File: config.mk
export PLATFORM = sky130hd
export DESIGN_NAME = gmf_ctrl
export DESIGN_NICKNAME = d
export VERILOG_FILES = /design/src/gmf_pkg.sv /design/src/gmf_ctrl.sv
export SDC_FILE = /design/constraint.sdc
export NUM_CORES = 1
export LEC_CHECK = 0
export BUFFER_PORTS_ARGS = -buffer_cell sky130_fd_sc_hd__buf_4
export CAP_MARGIN = 20
export CORE_AREA = 2 2 39 41
export CTS_CLUSTER_SIZE = 30
export DETAILED_ROUTE_END_ITERATION = 16
export DIE_AREA = 0 0 41 43
export PLACE_DENSITY_LB_ADDON = 0.3
export SETUP_SLACK_MARGIN = 0.5
export SLEW_MARGIN = 30
export SYNTH_ARGS = -nofsm -noshare
export SYNTH_HDL_FRONTEND = slang
export SYNTH_SLANG_ARGS = --single-unit
File: constraint.sdc
create_clock -name clock -period 1.23 [get_ports clock]
set_clock_uncertainty 0.15 [all_clocks]
set_input_delay 0.0615 -clock clock [delete_from_list [all_inputs] [get_ports clock]]
set_output_delay 0.0615 -clock clock [all_outputs]
set_load 0.01 [all_outputs]
File: src/gmf_pkg.sv
// ----------------------------------------------------------------------------
// gmf_pkg
// Shared constants and controller/datapath handshake types for the
// Gabor magnitude filter.
// ----------------------------------------------------------------------------
package gmf_pkg;

   localparam int KERNEL_RADIUS_DEF = 4;
   localparam int MAX_WIDTH_DEF     = 1024;

   localparam int CMD_W    = 2;
   localparam int IDX_W    = 7;
   localparam int COEF_W   = 18;
   localparam int PIX_W    = 8;
   localparam int MAG_W    = 24;
   localparam int POS_W    = 10;
   localparam int DIM_W    = 11;
   localparam int CNT_W    = 21;
   localparam int CSR_IDX_W = 1;

   localparam int HLIMIT         = 1024;
   localparam int FRAME_W_RESET  = 640;
   localparam int FRAME_H_RESET  = 480;
   localparam logic [MAG_W-1:0] MAG_MAX = '1;

   localparam logic [CMD_W-1:0] CMD_LOAD  = 2'd0;
   localparam logic [CMD_W-1:0] CMD_PIXEL = 2'd1;
   localparam logic [CMD_W-1:0] CMD_FLUSH = 2'd2;

   localparam logic [CSR_IDX_W-1:0] CSR_FRAME_WIDTH  = 1'd0;
   localparam logic [CSR_IDX_W-1:0] CSR_FRAME_HEIGHT = 1'd1;

   typedef struct packed {
      logic take_item;
      logic latch_size;
      logic store_pixel;
      logic mac_start;
      logic square;
      logic sqrt_start;
      logic emit;
   } gmf_cmd_type;

   typedef struct packed {
      logic [CMD_W-1:0] command;
      logic             recv_zero;
      logic             frame_full;
      logic             emit_ready;
      logic             mac_busy;
      logic             sqrt_busy;
      logic             out_free;
      logic             frame_last;
   } gmf_status_type;

endpackage

File: src/gmf_ctrl.sv
// ----------------------------------------------------------------------------
// gmf_ctrl
// Sequencer: takes one request at a time and steps the datapath through
// size latch, pixel store, window MAC, squaring, root and output.
// ----------------------------------------------------------------------------
module gmf_ctrl
   import gmf_pkg::*;
(
   input  logic           clock,
   input  logic           reset,
   input  logic           req_valid,
   output logic           req_ready,
   input  gmf_status_type status,
   output gmf_cmd_type    cmd
);

   typedef enum logic [3:0] {
      S_IDLE, S_LATCH, S_STORE, S_CHECK, S_MAC, S_SQUARE, S_SUM, S_SQRT, S_EMIT
   } state_type;

   state_type state_ff, state_in;

   always_comb begin
      state_in  = state_ff;
      cmd       = '0;
      req_ready = 1'b0;
      case (state_ff)
         S_IDLE: begin
            req_ready = 1'b1;
            if (req_valid) begin
               cmd.take_item = 1'b1;
               case (status.command)
                  CMD_PIXEL: state_in = status.recv_zero ? S_LATCH : S_STORE;
                  CMD_FLUSH: state_in = S_CHECK;
                  default:   state_in = S_IDLE;
               endcase
            end
         end
         S_LATCH: begin
            cmd.latch_size = 1'b1;
            state_in       = S_STORE;
         end
         S_STORE: begin
            // drop pixels once the frame is fully received
            if (status.frame_full) begin
               state_in = S_IDLE;
            end else begin
               cmd.store_pixel = 1'b1;
               state_in        = S_CHECK;
            end
         end
         S_CHECK: begin
            if (status.emit_ready) begin
               cmd.mac_start = 1'b1;
               state_in      = S_MAC;
            end else begin
               state_in = S_IDLE;
            end
         end
         S_MAC: begin
            if (!status.mac_busy) state_in = S_SQUARE;
         end
         S_SQUARE: begin
            cmd.square = 1'b1;
            state_in   = S_SUM;
         end
         S_SUM: begin
            cmd.sqrt_start = 1'b1;
            state_in       = S_SQRT;
         end
         S_SQRT: begin
            if (!status.sqrt_busy) state_in = S_EMIT;
         end
         S_EMIT: begin
            if (status.out_free) begin
               cmd.emit = 1'b1;
               state_in = S_IDLE;
            end
         end
         default: state_in = S_IDLE;
      endcase
   end

   always_ff @(posedge clock) begin
      if (reset) begin
         state_ff <= S_IDLE;
      end else begin
         state_ff <= state_in;
      end
   end

endmodule

==> results.toml <==
[synthesis]
yosys-top-cells-area = "dfxtp_1, buf_6, ha_1"
synth_fp_nets = 68
async_flop_share = 0
synth_top_area_cell = "dfxtp_1"
ys_warn_count = 0
synth_area_um2 = 408
synth-seq-cells = 4
synth_most_common_cell = "inv_1"
syn_inst = 54
synthFlopType = "dfxtp_1"
netlist.area_leader.share = 0.196
ys_top_cells_by_count = "inv_1, a21oi_1, dfxtp_1, nand2_1, nor2b_1"
synthDistinctLibCells = 26
synth_edf_count = 0
yosysSeqAreaShare = 0.196
avgSynthCellArea_um2 = 7.55

[finish]
fin_nets = 105
fin_cells = 105
num_antenna_cells = 0
largest_reg_flops = 4
area_growth_pct = 90.5
post-route-cell-area_um2 = 777
reg_top3 = "state_ff (4)"
drive_above_1_share = 0.652
top_register = "state_ff"

[grt]
grt_usage = 0.142
grt_start_max_net_pins = 8
grt_pass1_wl_mm = 1.74
grt_overflow = 0
grt_antenna_before_repair = 0
grt_pass1_vias = 461

[power_and_ir_drop]
ir_drop_mv = 0.440
combPwrFrac = 0.360
swShare = 0.271
p_leak_nw = 0.380
power_frac_clock = 0.343
powerDensity_nw_per_um2 = 600
seqPwrFrac = 0.297
finalPower_w = 0.000466
p_switching_w = 0.000126
cellInternalPower_w = 0.000339

[placed_design]
place_inst = 93
globalplace.congestion = 0.778
place.detailed.hpwl_um = 831
port_buffers = 18
placed_area_um2 = 592

[die]
start_util = 0.295
die_area_um2 = 1760
num_io_pins = 20
num_rows = 14
core_area_um2 = 1380
die_x_um = 41
die_height_um = 43

[cts]
cts_made_buffers = 3
cts_tree = "done"
cts_buffer_depth = 2
insertion_delay_ns = 0.23
cts_root_buf = "clkbuf_4"
clk_pin_slew_worst_paths_ns = 0.04
cts_sinks = 4
cts_max_level = 1

[timing]
timing.slew.headroom = 0.818
timing.final.crit_share = 1.13
final_hold_viol_count = 2
setup_viol = 11
rsz0062_at_grt = "yes"
finalMaxSlewViolations = 0
fmax_mhz = 717
finalCriticalPeriod_ns = 1.40
whs_ns = -0.142
worstMarginPinSlew_ns = 0.272
fin_ws_ns = -0.165

[worst_setup_path]
path_max_fanout = 6
slowest_delay_ns = 0.36
arrival_ns = 1.18
worst-setup-path-type = "flip-flop to output pin"
slowest_stage = "dfxtp_4"
worstPathCellList = "nor3_4 -> buf_6 -> and3_4 -> buf_6"
worstSetupEndpointType = "output pin"
critPathRequiredTime_ns = 1.02
crit_top_cell = "buf_6"
startpoint_type = "flip-flop"

[route]
drtPass1Iterations = 4
avgViaCountPerCell = 4.86
wirelength_mm = 1.19
drt_iter0_drc = 8
wl_per_cell_um = 11.3
via_count = 510
ant_nets = 0
drc = 0

[run_status]
status = "finished with violations"
violations = "negative hold slack, negative setup slack"

[job]
maxCapViolCount = 0

[worst_hold_path]
hp-class = "primary input to flip-flop"
==> power groups by stage <==
stage / Combinational (W) / Sequential, W / Clock [W]
after global placement: 0.000119 / 0.000143 / 0
after floorplan: 0.0000668 / 0.000138 / 0
after global routing: 0.000182 / 0.000139 / 0.000175
after detailed placement: 0.000122 / 0.000144 / 0
final: 0.000168 / 0.000138 / 0.000160
after CTS: 0.000139 / 0.000137 / 0.000170
==> layer usage <==
| metal | part of all wire | track usage | vias to the layer above |
|---|---|---|---|
| met3 | 0.039 | 0.0157 | 0 |
| met1 | 0.42 | 0.161 | 243 |
| met4 | 0 | 0.0800 | 0 |
| li1 | - | - | 259 |
| met5 | 0 | 0 | - |
| met2 | 0.54 | 0.238 | 8 |
==> per-stage QoR <==
stage                      util  hold WS (ns)  setup TNS (ns)  setup slack, ns
after floorplan               -       -0.0162               0           0.0239
after global placement    0.428         0.107          -0.299          -0.0755
after detailed placement  0.428         0.108          -0.366           -0.117
after CTS                 0.510        -0.152           -1.03           -0.168
after global routing      0.561        -0.141           -1.39           -0.218
final                     0.561        -0.142          -0.768           -0.165
==> critical path, delay by kind of cell (launching register included) <==
family                 cells  cell delay (ns)
buffers and inverters      2             0.21
AND/OR/NAND/NOR            2             0.37
flip-flops                 1             0.36
==> timing repair <==
action	CTS	global route
gates resized for setup	18	13
pin swaps	5	10
endpoints found under the setup margin	12	12
endpoints found under the hold margin	2	1
setup buffers	5	4
cloned	0	0
==> cell type report <==
cell class              instances  area, µm²
repair buffers                 35        287
clock buffers                   3       22.5
inverters                       5       18.8
flip-flops and latches          4       92.6
fillers                       120        607
multi-input cells              42        337
well taps                      16       20.0
==> cell usage in the layout, fill, tap and decap left out, types with 2 or more instances in the layout <==
cell type,netlist,routed
o21ai_1,1,3
buf_4,0,27
nand2_1,4,4
clkbuf_4,0,3
buf_6,3,7
nor3_4,0,2
nor2_2,2,3
a21oi_2,1,2
nand2b_1,3,2
a21o_1,2,2
nand3_1,2,2
dfxtp_4,0,3
nor2b_1,4,3
inv_1,5,4
ha_1,2,2
a21oi_1,4,3
==> cells by family (layout without fill, tap and decap cells) <==
kind of cell	count (synthesis)	after routing	synth area share
buffers and inverters	8	43	0.129
adder cells (fa/ha/maj)	2	2	0.0613
AND/OR/NAND/NOR	26	26	0.383
flip-flops	4	4	0.196
AO/OA/AOI/OAI	14	14	0.230
==> final timing paths <==
kind / from / endpoint / slack (ns) / cells after the start
setup / recovery: state_ff[1]$_SDFFE_PP0P_ / cmd[0] / -0.17 / 4
hold / removal: reset / state_ff[3]$_SDFFE_PP0P_ / -0.14 / 2
setup reg to reg: state_ff[0]$_SDFFE_PP0P_ / state_ff[1]$_SDFFE_PP0P_ / -0.11 / 5
hold reg to reg: state_ff[2]$_SDFFE_PP0P_ / state_ff[2]$_SDFFE_PP0P_ / 0.54 / 3
(Power assumes the default switching activity.)
